File: config.mk
export PLATFORM = sky130hd
export DESIGN_NAME = url_percent_decoder_core
export DESIGN_NICKNAME = d
export VERILOG_FILES = /design/src/hw/rtl/urlpd_pkg.sv /design/src/hw/rtl/url_percent_decoder_core.sv /design/src/hw/rtl/urlpd_step.sv
export VERILOG_INCLUDE_DIRS = /design/src /design/src/hw/rtl
export SDC_FILE = /design/constraint.sdc
export NUM_CORES = 1
export LEC_CHECK = 0
export ABC_AREA = 0
export BUFFER_PORTS_ARGS = -buffer_cell sky130_fd_sc_hd__buf_2
export CAP_MARGIN = 20
export CELL_PAD_IN_SITES_DETAIL_PLACEMENT = 0
export CELL_PAD_IN_SITES_GLOBAL_PLACEMENT = 1
export CORE_ASPECT_RATIO = 2
export CORE_MARGIN = 10
export CORE_UTILIZATION = 44
export DETAILED_ROUTE_END_ITERATION = 8
export GPL_ROUTABILITY_DRIVEN = 0
export PLACE_DENSITY = 0.91
export SYNTH_ARGS = -nofsm -noshare
export SYNTH_HDL_FRONTEND = slang
export SYNTH_SLANG_ARGS = --single-unit
File: constraint.sdc
create_clock -name clk -period 4.9 [get_ports clk]
set_clock_uncertainty 0.05 [all_clocks]
set_input_delay 0.98 -clock clk [delete_from_list [all_inputs] [get_ports clk]]
set_output_delay 0.98 -clock clk [all_outputs]
set_load 0.1 [all_outputs]
File: src/hw/rtl/assert_macros.svh
// Assertion macros shared by the URL percent decoder RTL.
// Expects a clock named clk and an active-low reset named rst_n in scope.
`ifndef ASSERT_MACROS_SVH
`define ASSERT_MACROS_SVH

// Checked only outside reset.
`define ASSERT_CLK(lbl, prop, msg) \
  lbl: assert property (@(posedge clk) disable iff (!rst_n) prop) else $error(msg);

// Checked at every edge, reset included.
`define ASSERT_ANY(lbl, prop, msg) \
  lbl: assert property (@(posedge clk) prop) else $error(msg);

`endif

File: src/hw/rtl/urlpd_pkg.sv
// Types, constants and helper functions of the URL percent decoder.
// No dependencies; used by urlpd_step and url_percent_decoder_core.
package urlpd_pkg;

  localparam int ADDR_W         = 3;
  localparam int CFG_DATA_W     = 32;
  localparam int FIFO_DEPTH_DEF = 4;

  localparam logic [15:0] CAP_RESET  = 16'd1024;
  localparam logic        REG_CAPACITY = 1'b0;

  localparam logic [7:0] CHAR_NUL   = 8'h00;
  localparam logic [7:0] CHAR_PCT   = 8'h25;
  localparam logic [7:0] CHAR_PLUS  = 8'h2B;
  localparam logic [7:0] CHAR_SPACE = 8'h20;
  localparam logic [7:0] DIGIT_BAD  = 8'hFF;

  typedef enum logic [1:0] {
    PH_IDLE,
    PH_PCT,
    PH_DIG
  } phase_t;

  typedef struct packed {
    phase_t      phase;
    logic [7:0]  held;
    logic [15:0] count;
    logic        stopped;
  } dec_state_t;

  typedef struct packed {
    logic [7:0] data;
    logic       last;
  } item_t;

  typedef struct packed {
    logic [1:0] num;
    item_t      item0;
    item_t      item1;
  } step_res_t;

  localparam dec_state_t STATE_CLEAR = '{phase: PH_IDLE, held: 8'h00,
                                         count: 16'h0000, stopped: 1'b0};
  localparam item_t ITEM_TERM = '{data: CHAR_NUL, last: 1'b1};
  localparam item_t ITEM_NONE = '{data: CHAR_NUL, last: 1'b0};

  function automatic logic [7:0] digit_value(input logic [7:0] c);
    logic [7:0] v;
    if (c >= 8'h30 && c <= 8'h39) begin
      v = c - 8'h30;
    end else if (c >= 8'h61 && c <= 8'h7A) begin
      v = c - 8'h61 + 8'd10;
    end else if (c >= 8'h41 && c <= 8'h5A) begin
      v = c - 8'h41 + 8'd10;
    end else begin
      v = DIGIT_BAD;
    end
    return v;
  endfunction

  function automatic logic [7:0] plain_char(input logic [7:0] c);
    return (c == CHAR_PLUS) ? CHAR_SPACE : c;
  endfunction

endpackage

File: src/hw/rtl/url_percent_decoder_core.sv
// Top level of the URL percent decoder: input register, decode step, result
// queue and capacity register. Depends on urlpd_pkg, urlpd_step, assert_macros.svh.
//
//  channel | ports                                   | direction
//  --------+-----------------------------------------+----------
//  input   | in_valid, in_stall, in_byte             | in
//  result  | out_valid, out_stall, out_byte, out_last| out
//  config  | psel, penable, pwrite, paddr, pwdata,   | APB
//          | prdata, pready                          |
//
// One item per cycle sustained while the queue has room: a byte is held in the input register,
// is decoded there and its zero to two results land in the queue.
// The first result is visible once the byte has been decoded and written into the queue.
// The input register holds while the queue lacks room for two results, which
// is the only source of in_stall. Reset is synchronous and clears all control
// state; capacity resets to 1024.
module url_percent_decoder_core #(
  parameter int FIFO_DEPTH = urlpd_pkg::FIFO_DEPTH_DEF  // power of two, at least 2
) (
  input  logic                             clk,
  input  logic                             rst_n,
  input  logic                             in_valid,
  output logic                             in_stall,
  input  logic [7:0]                       in_byte,
  output logic                             out_valid,
  input  logic                             out_stall,
  output logic [7:0]                       out_byte,
  output logic                             out_last,
  input  logic                             psel,
  input  logic                             penable,
  input  logic                             pwrite,
  input  logic [urlpd_pkg::ADDR_W-1:0]     paddr,
  input  logic [urlpd_pkg::CFG_DATA_W-1:0] pwdata,
  output logic [urlpd_pkg::CFG_DATA_W-1:0] prdata,
  output logic                             pready
);
  import urlpd_pkg::*;

  `include "assert_macros.svh"

  localparam int PTR_W = $clog2(FIFO_DEPTH);
  localparam int CNT_W = $clog2(FIFO_DEPTH + 1);
  localparam logic [CNT_W-1:0] ROOM_LIM = CNT_W'(FIFO_DEPTH - 2);
  localparam logic [CNT_W-1:0] DEPTH_C  = CNT_W'(FIFO_DEPTH);

  logic             in_vld_r, in_vld_nxt;
  logic [7:0]       in_byte_r;
  dec_state_t       st_r, st_nxt;
  step_res_t        res;
  logic [15:0]      cap_r;
  item_t            mem [FIFO_DEPTH];
  logic [PTR_W-1:0] wr_ptr_r, rd_ptr_r;
  logic [CNT_W-1:0] count_r, count_nxt;
  logic             room;
  logic             proc;
  logic             in_acc;
  logic             pop;
  logic             cfg_wr;
  item_t            head;

  // --- configuration ---
  assign pready = 1'b1;
  assign cfg_wr = psel && penable && pwrite && pready && (paddr[2] == REG_CAPACITY);
  assign prdata = (paddr[2] == REG_CAPACITY) ? {{(CFG_DATA_W - 16){1'b0}}, cap_r} : '0;

  always_ff @(posedge clk) begin
    if (!rst_n) begin
      cap_r <= CAP_RESET;
    end else if (cfg_wr) begin
      cap_r <= pwdata[15:0];
    end
  end

  // --- input register ---
  assign room     = count_r <= ROOM_LIM;
  assign proc     = in_vld_r && room;
  assign in_stall = in_vld_r && !room;
  assign in_acc   = in_valid && !in_stall;

  always_comb begin
    in_vld_nxt = in_vld_r;
    if (in_acc)    in_vld_nxt = 1'b1;
    else if (proc) in_vld_nxt = 1'b0;
  end

  always_ff @(posedge clk) begin
    if (!rst_n) begin
      in_vld_r <= 1'b0;
    end else begin
      in_vld_r <= in_vld_nxt;
    end
  end

  always_ff @(posedge clk) begin
    if (in_acc) in_byte_r <= in_byte;
  end

  // --- decode step ---
  urlpd_step u_step (
    .st_i  (st_r),
    .c_i   (in_byte_r),
    .cap_i (cap_r),
    .st_o  (st_nxt),
    .res_o (res)
  );

  always_ff @(posedge clk) begin
    if (!rst_n) begin
      st_r <= STATE_CLEAR;
    end else if (proc) begin
      st_r <= st_nxt;
    end
  end

  // --- result queue ---
  assign head      = mem[rd_ptr_r];
  assign out_valid = count_r != '0;
  assign out_byte  = head.data;
  assign out_last  = head.last;
  assign pop       = out_valid && !out_stall;
  assign count_nxt = count_r + CNT_W'(proc ? res.num : 2'd0) - CNT_W'(pop);

  always_ff @(posedge clk) begin
    if (proc && res.num != 2'd0) mem[wr_ptr_r] <= res.item0;
    if (proc && res.num == 2'd2) mem[wr_ptr_r + PTR_W'(1)] <= res.item1;
  end

  always_ff @(posedge clk) begin
    if (!rst_n) begin
      wr_ptr_r <= '0;
      rd_ptr_r <= '0;
      count_r  <= '0;
    end else begin
      if (proc) wr_ptr_r <= wr_ptr_r + PTR_W'(res.num);
      if (pop)  rd_ptr_r <= rd_ptr_r + PTR_W'(1);
      count_r <= count_nxt;
    end
  end

  // --- checks ---
  `ASSERT_CLK(a_queue_bound, count_r <= DEPTH_C, "result queue overfilled")
  `ASSERT_CLK(a_stopped_quiet, (proc && st_r.stopped) |-> (res.num == 2'd0),
              "result produced after stop")
  `ASSERT_CLK(a_term_ends, (proc && res.num != 2'd0 &&
              ((res.num == 2'd1) ? res.item0.last : res.item1.last))
              |=> (st_r.stopped || st_r.count == 16'h0000),
              "terminator left string state open")
  `ASSERT_ANY(a_reset_empty, !rst_n |=> (count_r == '0 && !in_vld_r),
              "queue not empty after reset")

endmodule

File: src/hw/rtl/urlpd_step.sv
// Per-item decode step: current state and one byte in, next state and up to
// two result items out. Purely combinational; depends on urlpd_pkg.
module urlpd_step (
  input  urlpd_pkg::dec_state_t st_i,
  input  logic [7:0]            c_i,
  input  logic [15:0]           cap_i,
  output urlpd_pkg::dec_state_t st_o,
  output urlpd_pkg::step_res_t  res_o
);
  import urlpd_pkg::*;

  logic [15:0] cnt_inc;
  logic        over;
  logic        full_inc;
  logic        is_nul;
  logic        is_pct;
  logic [7:0]  dec_byte;
  logic [7:0]  d1;
  logic [7:0]  d2;

  assign cnt_inc  = st_i.count + 16'd1;
  assign over     = st_i.count >= cap_i;
  assign full_inc = cnt_inc >= cap_i;
  assign is_nul   = c_i == CHAR_NUL;
  assign is_pct   = c_i == CHAR_PCT;
  assign d1       = digit_value(st_i.held);
  assign d2       = digit_value(c_i);
  // second digit is ORed in at full width
  assign dec_byte = {d1[3:0], 4'h0} | d2;

  // next state
  always_comb begin
    st_o = st_i;
    priority if (st_i.stopped) begin
      if (is_nul) st_o = STATE_CLEAR;
    end else if (over) begin
      if (is_nul) begin
        st_o = STATE_CLEAR;
      end else begin
        st_o.stopped = 1'b1;
        st_o.phase   = PH_IDLE;
      end
    end else if (is_nul) begin
      st_o = STATE_CLEAR;
    end else begin
      unique case (st_i.phase)
        PH_PCT: begin
          st_o.held  = c_i;
          st_o.phase = PH_DIG;
        end
        PH_DIG: begin
          st_o.phase   = PH_IDLE;
          st_o.count   = cnt_inc;
          st_o.stopped = full_inc;
        end
        default: begin
          if (is_pct) begin
            st_o.phase = PH_PCT;
          end else begin
            st_o.phase   = PH_IDLE;
            st_o.count   = cnt_inc;
            st_o.stopped = full_inc;
          end
        end
      endcase
    end
  end

  // result items; a terminator, when produced, always sits in the last used slot
  always_comb begin
    res_o.num   = 2'd0;
    res_o.item0 = ITEM_NONE;
    res_o.item1 = ITEM_TERM;
    priority if (st_i.stopped) begin
      res_o.num = 2'd0;
    end else if (over) begin
      res_o.num   = 2'd1;
      res_o.item0 = ITEM_TERM;
    end else if (is_nul) begin
      // string ends with one digit held: the percent is dropped
      if (st_i.phase == PH_DIG && st_i.held != CHAR_PCT) begin
        res_o.num   = 2'd2;
        res_o.item0 = '{data: plain_char(st_i.held), last: 1'b0};
      end else begin
        res_o.num   = 2'd1;
        res_o.item0 = ITEM_TERM;
      end
    end else begin
      unique case (st_i.phase)
        PH_PCT: res_o.num = 2'd0;
        PH_DIG: begin
          res_o.num   = full_inc ? 2'd2 : 2'd1;
          res_o.item0 = '{data: dec_byte, last: 1'b0};
        end
        default: begin
          if (!is_pct) begin
            res_o.num   = full_inc ? 2'd2 : 2'd1;
            res_o.item0 = '{data: plain_char(c_i), last: 1'b0};
          end
        end
      endcase
    end
  end

endmodule
==> impl_metrics.toml, run 1 <==
[cts]
htreeDepth = 3
cts_buffer_depth = 2
clock-sinks = 97
clk_pin_slew_ps = 70
cts_hold_buf = 0
cts_resized = 0
clk_latency_ps = 350
cts_tree = "built"
cts_made_buffers = 9
root_buffer = "clkbuf_16"
post-cts-setup-buffer-count = 0

[logic_synthesis]
ys.warnings.count = 0
synth_cells = 734
ys.flop_type = "dfxtp_1"
yosys.area.top_type = "dfxtp_1"
syn_area_per_cell_um2 = 8.731
seq_area_frac_synth_pct = 31.55
netlist_area_um2 = 6409
synth_edf_count = 8
ys_ff_latch = 97
synth_cell_types = 81
synth_area_leaders = "dfxtp_1 28%, ha_1 10%, mux2i_1 6.4%"
synth_common_cells = "89 x dfxtp_1, 82 x nor2_1, 78 x nand2_1"
async_flop_share_pct = 0
post-synth-top-count-cell = "dfxtp_1"
synth_top_area_share_pct = 27.80

[finish]
fin_cells = 982
design_area_um2 = 7133
areaGrowthSynthToFinish_pct = 11.30
drive_above_1_share_pct = 16.33
n_antenna_cell = 0
fin_nets = 888

[worst_setup_path]
rr_worst_depth = 20
timing.critical_path.mode_cell = "ha_1"
max_stage_delay_ps = 420
required_ps = 5100
startpoint = "st_r[1]$_SDFFE_PN0P_"
end_kind = "flip-flop"
reg2reg_from = "st_r[1]$_SDFFE_PN0P_"
cp-start-kind = "flip-flop"
critPathMaxFanout = 6
critPathKind = "flip-flop to flip-flop"
reg2reg_slack_ps = 400
crit_slowest_cell = "dfxtp_1"
cp_cell_sequence = "ha_1, nand2_1, nor2_1, nand3_1, nor2_1, nand4_1, xnor2_1, ha_1, nand2_1, o21ai_0, nor3_1, a21oi_1, o211a_1, nand2b_1, ha_1, inv_1, ha_1, fa_1, xnor2_1, and2_1"
reg2reg_to = "count_r[2]$_SDFF_PN0_"
critPathArrivalTime_ps = 4700

[grt]
antenna_found_initial = 0
grt-ovfl-total = 0
grt_pass1_vias = 5696
grt_pass1_wl_mm = 27.89
grt_max_degree = 47
grtUsageTotal_pct = 17.11

[power]
peakVddDrop_v = 0.0002268
combPwrFrac_pct = 39.6
power.switching_mw = 1.283
p_int_mw = 1.618
clockPowerShare_pct = 23.9
p_per_area_nw_per_um2 = 406.7
switching_share_pct = 44.22
power_frac_seq_pct = 36.5
p_leak_nw = 3.008

[sta]
setup_ws_ps = 401.4
drv_slew = 0
max-slew-margin-rel_pct = 36.09
layout_min_cycle_time_ps = 4499
rsz0062_at_grt = "no"
tns_ps = 0
hold_violations = 0
tightest_slew_ps = 934.4
period_share_pct = 91.81
finalSetupViolCount = 0
timing.fmax_mhz = 222.3

[floorplan]
ios = 94
die_w_um = 105.3
rows = 62
die_area_um2 = 20080
start_util_pct = 44.66
dieHeight_um = 190.7
core_um2 = 14350

[routing]
drc_errors = 0
drtAntennaViolNets = 0
wl_per_cell_um = 17.69
vias = 5492
drt_wl_total_mm = 17.37
drt_iter0_markers = 154
vias_per_cell = 5.593
dr.pass1.iters = 5

[place]
place_inst = 965
portBuffers = 58
dpl.hpwl_mm = 13.29
pre_cts_ws_ps = 421.9
placed_area_um2 = 6842

[min_path]
hold_class = "flip-flop to flip-flop"
min_from = "cap_r[8]$_SDFFE_PN0P_"
hold_end = "cap_r[8]$_SDFFE_PN0P_"
hold_depth = 2

[job]
drv_cap = 0

[run_status]
outcome = "finished clean"
-- layer usage --
| metal | vias to the layer above | global-route usage, % | wire length [um] | share of wire [%] |
|---|---|---|---|---|
| li1 | 2694 | - | - | - |
| met1 | 2593 | 15.59 | 6128 | 35 |
| met2 | 157 | 33.31 | 9650 | 56 |
| met3 | 48 | 2.844 | 683 | 3.9 |
| met4 | 0 | 11.25 | 911 | 5.2 |
| met5 | - | 0 | 0 | 0 |
-- worst max-delay path: cells and delay by family (launching register included) --
family	cells	cell delay, ps
and+or+nand+nor	9	1510
adders and majority gates	5	1390
AOI/OAI and AO/OA	3	610
DFF	1	420
xor gates and xnor gates	2	370
buffers and inverters	1	40
-- cell usage in the layout, fill, tap and decap left out, drive strengths merged, types with 8 or more instances in the layout --
cell type	instances
nand2	78
mux4	9
nor2	82
clkbuf	9
nand4	12
ha	52
inv	34
a21boi	20
and3	10
a21oi	38
buf	77
o21ai	30
edfxtp	8
mux2i	41
xnor2	14
nor2b	13
a22o	9
nand3	17
nor3	16
conb	17
dfxtp	89
and2	10
-- kinds of logic (layout without fill, tap and decap cells) --
family / after synthesis / after routing / synth area share (%)
xor gates and xnor gates: 20 / 20 / 2.733
and+or+nand+nor: 270 / 270 / 21.03
buffers and inverters: 83 / 124 / 6.345
DFF: 97 / 97 / 31.55
other: 2 / 17 / 0.1172
adders and majority gates: 53 / 53 / 10.46
muxes: 51 / 51 / 9.742
AOI/OAI and AO/OA: 158 / 158 / 18.02
-- stage by stage --
stage / utilization, % / hold WS [ps] / power [mW]
6_report: 49.70 / 414.9 / 2.901
5_1_grt: 49.70 / 439.6 / 3.044
4_1_cts: 49.65 / 417.1 / 2.921
3_5_place_dp: 47.67 / 406.9 / 2.225
3_3_place_gp: 47.67 / 396.7 / 2.207
2_1_floorplan: - / 386.3 / 2.036
-- area by class of cell --
type	instances	area (um^2)
clock buffer	9	225.2
timing repair buffer	77	432.9
fill	1439	7218
multi-input combinational	569	4036
inverter	31	117.6
tap	192	240.2
clock inverter	7	58.81
sequential	97	2022
-- registers in the layout, indices dropped and copies added, names as in the netlist, named ones only --
signal,cells
wr_ptr_r,2
count_r,3
in_vld_r,1
st_r,27
cap_r,16
mem,36
rd_ptr_r,2
in_byte_r,8
-- power by group through the flow --
stage	registers (mW)	clock network [mW]	logic, mW
final	1.06	0.694	1.15
after global routing	1.08	0.740	1.23
after CTS	1.06	0.708	1.15
after detailed placement	1.08	0	1.15
after global placement	1.07	0	1.13
after floorplan	1.02	0	1.01
-- how the worst max path moves through the flow --
stage	endpoint	slack [ps]	cells after the start
6_report	count_r[2]$_SDFF_PN0_	400	20
2_1_floorplan	count_r[2]$_SDFF_PN0_	740	20
3_3_place_gp	count_r[2]$_SDFF_PN0_	440	20
5_1_grt	count_r[2]$_SDFF_PN0_	20	20
4_1_cts	count_r[2]$_SDFF_PN0_	370	20
3_5_place_dp	count_r[2]$_SDFF_PN0_	420	20
No activity file was read; power rests on OpenSTA's default activity.
==> run 2, diff against run 1 <==
--- a/config.mk
+++ b/config.mk
@@ -13,10 +13,11 @@
 export CELL_PAD_IN_SITES_GLOBAL_PLACEMENT = 1
 export CORE_ASPECT_RATIO = 2
 export CORE_MARGIN = 10
-export CORE_UTILIZATION = 44
+export CORE_UTILIZATION = 45
+export CTS_BUF_LIST = sky130_fd_sc_hd__clkbuf_8
 export DETAILED_ROUTE_END_ITERATION = 8
 export GPL_ROUTABILITY_DRIVEN = 0
-export PLACE_DENSITY = 0.91
+export PLACE_DENSITY = 0.93
 export SYNTH_ARGS = -nofsm -noshare
 export SYNTH_HDL_FRONTEND = slang
 export SYNTH_SLANG_ARGS = --single-unit
==> impl_metrics.toml, run 2 (synthesis gave the netlist of run 1 again) <==
[floorplan]
start_util_pct = 45.88
dieHeight_um = 188.8
ios = 94
die_w_um = 104.4
rows = 61
core_um2 = 13970
die_area_um2 = 19700

[cts]
clock-sinks = 97
htreeDepth = 3
cts_buffer_depth = 2
cts_hold_buf = 0
post-cts-setup-buffer-count = 0
clk_latency_ps = 380
cts_tree = "built"
cts_resized = 0
clk_pin_slew_ps = 100
cts_made_buffers = 9
root_buffer = "clkbuf_8"

[sta]
tns_ps = 0
drv_slew = 0
timing.fmax_mhz = 227.0
period_share_pct = 89.91
tightest_slew_ps = 1055
hold_violations = 0
finalSetupViolCount = 0
layout_min_cycle_time_ps = 4406
max-slew-margin-rel_pct = 27.83
rsz0062_at_grt = "no"

[routing]
vias = 5419
drc_errors = 0
dr.pass1.iters = 5
drtAntennaViolNets = 0
wl_per_cell_um = 17.14
drt_wl_total_mm = 16.66
vias_per_cell = 5.575
drt_iter0_markers = 261

[grt]
grt_max_degree = 48
grt_use_met3_pct = 2.563
grt_use_met2_pct = 32.76
top_usage_layer = "met2"
grt_pass1_wl_mm = 27.09
grt_pass1_vias = 5488
grt-ovfl-total = 0
antenna_found_initial = 0
grtUsageTotal_pct = 16.76
met1_usage_pct = 15.71

[worst_setup_path]
critPathArrivalTime_ps = 4640
required_ps = 5140
critPathKind = "flip-flop to flip-flop"
end_kind = "flip-flop"
timing.critical_path.mode_cell = "ha_1"
critPathMaxFanout = 6
cp_cell_sequence = "ha_1, nand2_1, nor2_1, nand3_1, nor2_1, nand4_1, xnor2_1, ha_1, nand2_1, o21ai_0, nor3_1, a21oi_1, o211a_1, nand2b_1, ha_1, inv_1, ha_1, fa_1, xnor2_1, and2_1"
crit_slowest_cell = "dfxtp_1"
cp-start-kind = "flip-flop"
max_stage_delay_ps = 430

[power]
p_total_mw = 2.723
p_leak_nw = 2.931
p_per_area_nw_per_um2 = 389.5
peakVddDrop_v = 0.0001901

[job]
drv_cap = 0

[finish]
final_util_pct = 50.05
fill_cells = 1374
layout_common_cells = "89 x dfxtp_1, 81 x nor2_1, 78 x nand2_1"
max_flop_register = "mem"
areaGrowthSynthToFinish_pct = 9.078
fin_nets = 881
reg_top3 = "mem (36), st_r (27), cap_r (16)"
largest_register_ffs = 36
drive_above_1_share_pct = 15.45
final_common_cell = "dfxtp_1"
n_antenna_cell = 0
design_area_um2 = 6990

[min_path]
hold_class = "flip-flop to flip-flop"

[place]
placed_area_um2 = 6793
dpl.hpwl_mm = 12.91
portBuffers = 58

[run_status]
outcome = "finished clean"
run 2: layout make-up:
class | instances | area, um^2 | share of cell area, %
timing repair buffer | 70 | 380.4 | 5.441
clock inverter | 7 | 71.32 | 1.020
inverter | 31 | 117.6 | 1.682
multi-input combinational | 569 | 4039 | 57.78
clock buffer | 9 | 123.9 | 1.772
sequential | 97 | 2022 | 28.92
tap | 189 | 236.5 | 3.383
run 2: power by group:
| part | total (mW) | internal (mW) | switching (mW) | leakage (nW) |
|---|---|---|---|---|
| logic | 1.13 | 0.312 | 0.820 | 2.02 |
| clock network | 0.530 | 0.236 | 0.294 | 0.102 |
| registers | 1.06 | 0.948 | 0.113 | 0.805 |
run 2: metrics by stage:
stage / worst slack [ps] / instances / hold slack, ps
4_1_cts: 393.5 / 972 / 421.9
3_3_place_gp: 480.6 / 956 / 402.2
6_report: 494.4 / 972 / 419.6
5_1_grt: 92.26 / 972 / 443.9
3_5_place_dp: 413.8 / 956 / 409.7
2_1_floorplan: 738.8 / 749 / 386.3
run 2: final timing paths:
kind	start	to	slack, ps	cells past startpoint
max	st_r[1]$_SDFFE_PN0P_	count_r[2]$_SDFF_PN0_	490	20
min reg2reg	cap_r[15]$_SDFFE_PN0P_	cap_r[15]$_SDFFE_PN0P_	420	2
max reg2reg	st_r[1]$_SDFFE_PN0P_	count_r[2]$_SDFF_PN0_	490	20
min	cap_r[15]$_SDFFE_PN0P_	cap_r[15]$_SDFFE_PN0P_	420	2
run 2: per-layer routing:
layer | vias up | share of wire, % | wire length [um]
met5 | - | 0 | 0
li1 | 2674 | - | -
met1 | 2538 | 36 | 6068
met4 | 0 | 4.5 | 757
met3 | 47 | 3.6 | 599
met2 | 160 | 55 | 9234
run 2: critical path, delay by kind of cell, from the launching register on:
kind	cells	cell delay [ps]
and+or+nand+nor	9	1460
adders and majority gates	5	1410
AOI/OAI and AO/OA	3	590
DFF	1	430
xor gates and xnor gates	2	340
buffers and inverters	1	40
==> run 3, diff against run 2 <==
--- a/config.mk
+++ b/config.mk
@@ -14,7 +14,7 @@
 export CORE_ASPECT_RATIO = 2
 export CORE_MARGIN = 10
 export CORE_UTILIZATION = 45
-export CTS_BUF_LIST = sky130_fd_sc_hd__clkbuf_8
+export CTS_BUF_LIST = sky130_fd_sc_hd__clkbuf_4 sky130_fd_sc_hd__clkbuf_8
 export DETAILED_ROUTE_END_ITERATION = 8
 export GPL_ROUTABILITY_DRIVEN = 0
 export PLACE_DENSITY = 0.93
==> impl_metrics.toml, run 3 (synthesis gave the netlist of run 1 again) <==
[run_status]
outcome = "finished clean"

[sta]
rsz0062_at_grt = "no"
timing.fmax_mhz = 226.2
layout_min_cycle_time_ps = 4422
setup_ws_ps = 478.4
tightest_slew_ps = 1060
tns_ps = 0
finalSetupViolCount = 0
period_share_pct = 90.24
hold_violations = 0
max-slew-margin-rel_pct = 27.48
drv_slew = 0
hold_ws_ps = 419.6

[finish]
reg_top3 = "mem (36), st_r (27), cap_r (16)"
max_flop_register = "mem"
largest_register_ffs = 36
areaGrowthSynthToFinish_pct = 9.196
final_common_cell = "dfxtp_1"
fin_nets = 881
drive_above_1_share_pct = 15.71
n_antenna_cell = 0
layout_common_cells = "89 x dfxtp_1, 81 x nor2_1, 78 x nand2_1"

[power]
p_leak_nw = 2.929
p_total_mw = 2.737
power.switching_mw = 1.225
combPwrFrac_pct = 41.4
clockPowerShare_pct = 19.9
p_int_mw = 1.511
peakVddDrop_v = 0.0001899
switching_share_pct = 44.77
power_frac_seq_pct = 38.8
p_per_area_nw_per_um2 = 391.1

[cts]
root_buffer = "clkbuf_8"
clk_pin_slew_ps = 100
clk_latency_ps = 380
cts_made_buffers = 9
cts_resized = 0
cts_buffer_depth = 2
post-cts-setup-buffer-count = 0
cts_tree = "built"
htreeDepth = 3
cts_hold_buf = 0
clock-sinks = 97

[floorplan]
dieHeight_um = 188.8
die_w_um = 104.4
ios = 94
die_area_um2 = 19700
start_util_pct = 45.88
core_um2 = 13970
rows = 61

[place]
portBuffers = 58
pre_cts_ws_ps = 413.8
dpl.hpwl_mm = 12.91

[worst_setup_path]
cp_cell_sequence = "nand3_1, nor2_1, and3_1, nand2_1, nor2_2, nand3_1, xnor2_1, ha_1, a21oi_1, o21ai_0, nor3_1, a21oi_1, o211a_1, nand2b_1, ha_1, inv_1, ha_1, fa_1, xnor2_1, and2_1"
reg2reg_from = "st_r[3]$_SDFFE_PN0P_"
cp-start-kind = "flip-flop"
max_stage_delay_ps = 460
critPathArrivalTime_ps = 4660
critPathMaxFanout = 7
end_kind = "flip-flop"
required_ps = 5140
startpoint = "st_r[3]$_SDFFE_PN0P_"
crit_slowest_cell = "dfxtp_1"
cp_num_buf_inv = 1
timing.critical_path.mode_cell = "ha_1"
critical_path.top_delay_family = "simple AND/OR/NAND/NOR gates"
critPathKind = "flip-flop to flip-flop"

[routing]
drc_errors = 0
vias_per_cell = 5.572
drtAntennaViolNets = 0
vias = 5416
wl_per_cell_um = 17.09
drt_iter0_markers = 254
dr.pass1.iters = 4
drt_wl_total_mm = 16.61

[grt]
grt_pass1_wl_mm = 27.09
grtUsageTotal_pct = 16.78
antenna_found_initial = 0
grt_max_degree = 48
grt-ovfl-total = 0
grt_pass1_vias = 5490

[min_path]
min_from = "cap_r[15]$_SDFFE_PN0P_"
hold_class = "flip-flop to flip-flop"

[job]
drv_cap = 0
[run 3: cell types whose count changed in the layout (fill, tap and decap cells not counted), sizes merged]
cell    change
clkbuf      +2
inv         -2
[run 3: area by class of cell]
type,instances,area [um^2]
fillers,1372,6969
multi-input cells,569,4039
flip-flops and latches,97,2022
repair buffers,70,380.4
well taps,189,236.5
clock buffers,11,138.9
inverters,31,117.6
clock inverters,5,63.81
[run 3: final timing paths]
path / end / slack (ps) / cells past startpoint
worst max-delay path: count_r[2]$_SDFF_PN0_ / 480 / 20
worst min-delay path: cap_r[15]$_SDFFE_PN0P_ / 420 / 2
worst max register to register: count_r[2]$_SDFF_PN0_ / 480 / 20
worst min register to register: cap_r[15]$_SDFFE_PN0P_ / 420 / 2
[run 3: stage by stage]
| step | instance area (um^2) | std cells | util [%] |
|---|---|---|---|
| 6_report | 6998 | 972 | 50.10 |
| 2_1_floorplan | 6465 | 749 | - |
| 3_5_place_dp | 6793 | 956 | 48.63 |
| 4_1_cts | 6995 | 972 | 50.09 |
| 5_1_grt | 6998 | 972 | 50.10 |
| 3_3_place_gp | 6793 | 956 | 48.63 |
[run 3: layer usage]
layer / track usage [%] / wire length (um)
met1: 15.74 / 6020
met2: 32.78 / 9230
met3: 2.563 / 598
met4: 9.957 / 759
met5: 0 / 0
[run 3: power by group through the flow]
stage	sequential, mW	clock (mW)	combinational (mW)
3_5_place_dp	1.08	0	1.14
2_1_floorplan	1.02	0	1.01
4_1_cts	1.06	0.563	1.14
3_3_place_gp	1.07	0	1.13
5_1_grt	1.08	0.591	1.21
6_report	1.06	0.544	1.13
[run 3: worst reg2reg max path: cells and delay by family (launching register included)]
family          cells  cell delay, ps
compound gates      4             740
xor+xnor            2             340
fa+ha+maj           4            1120
buf+inv             1              40
flops               1             460
simple gates        9            1590
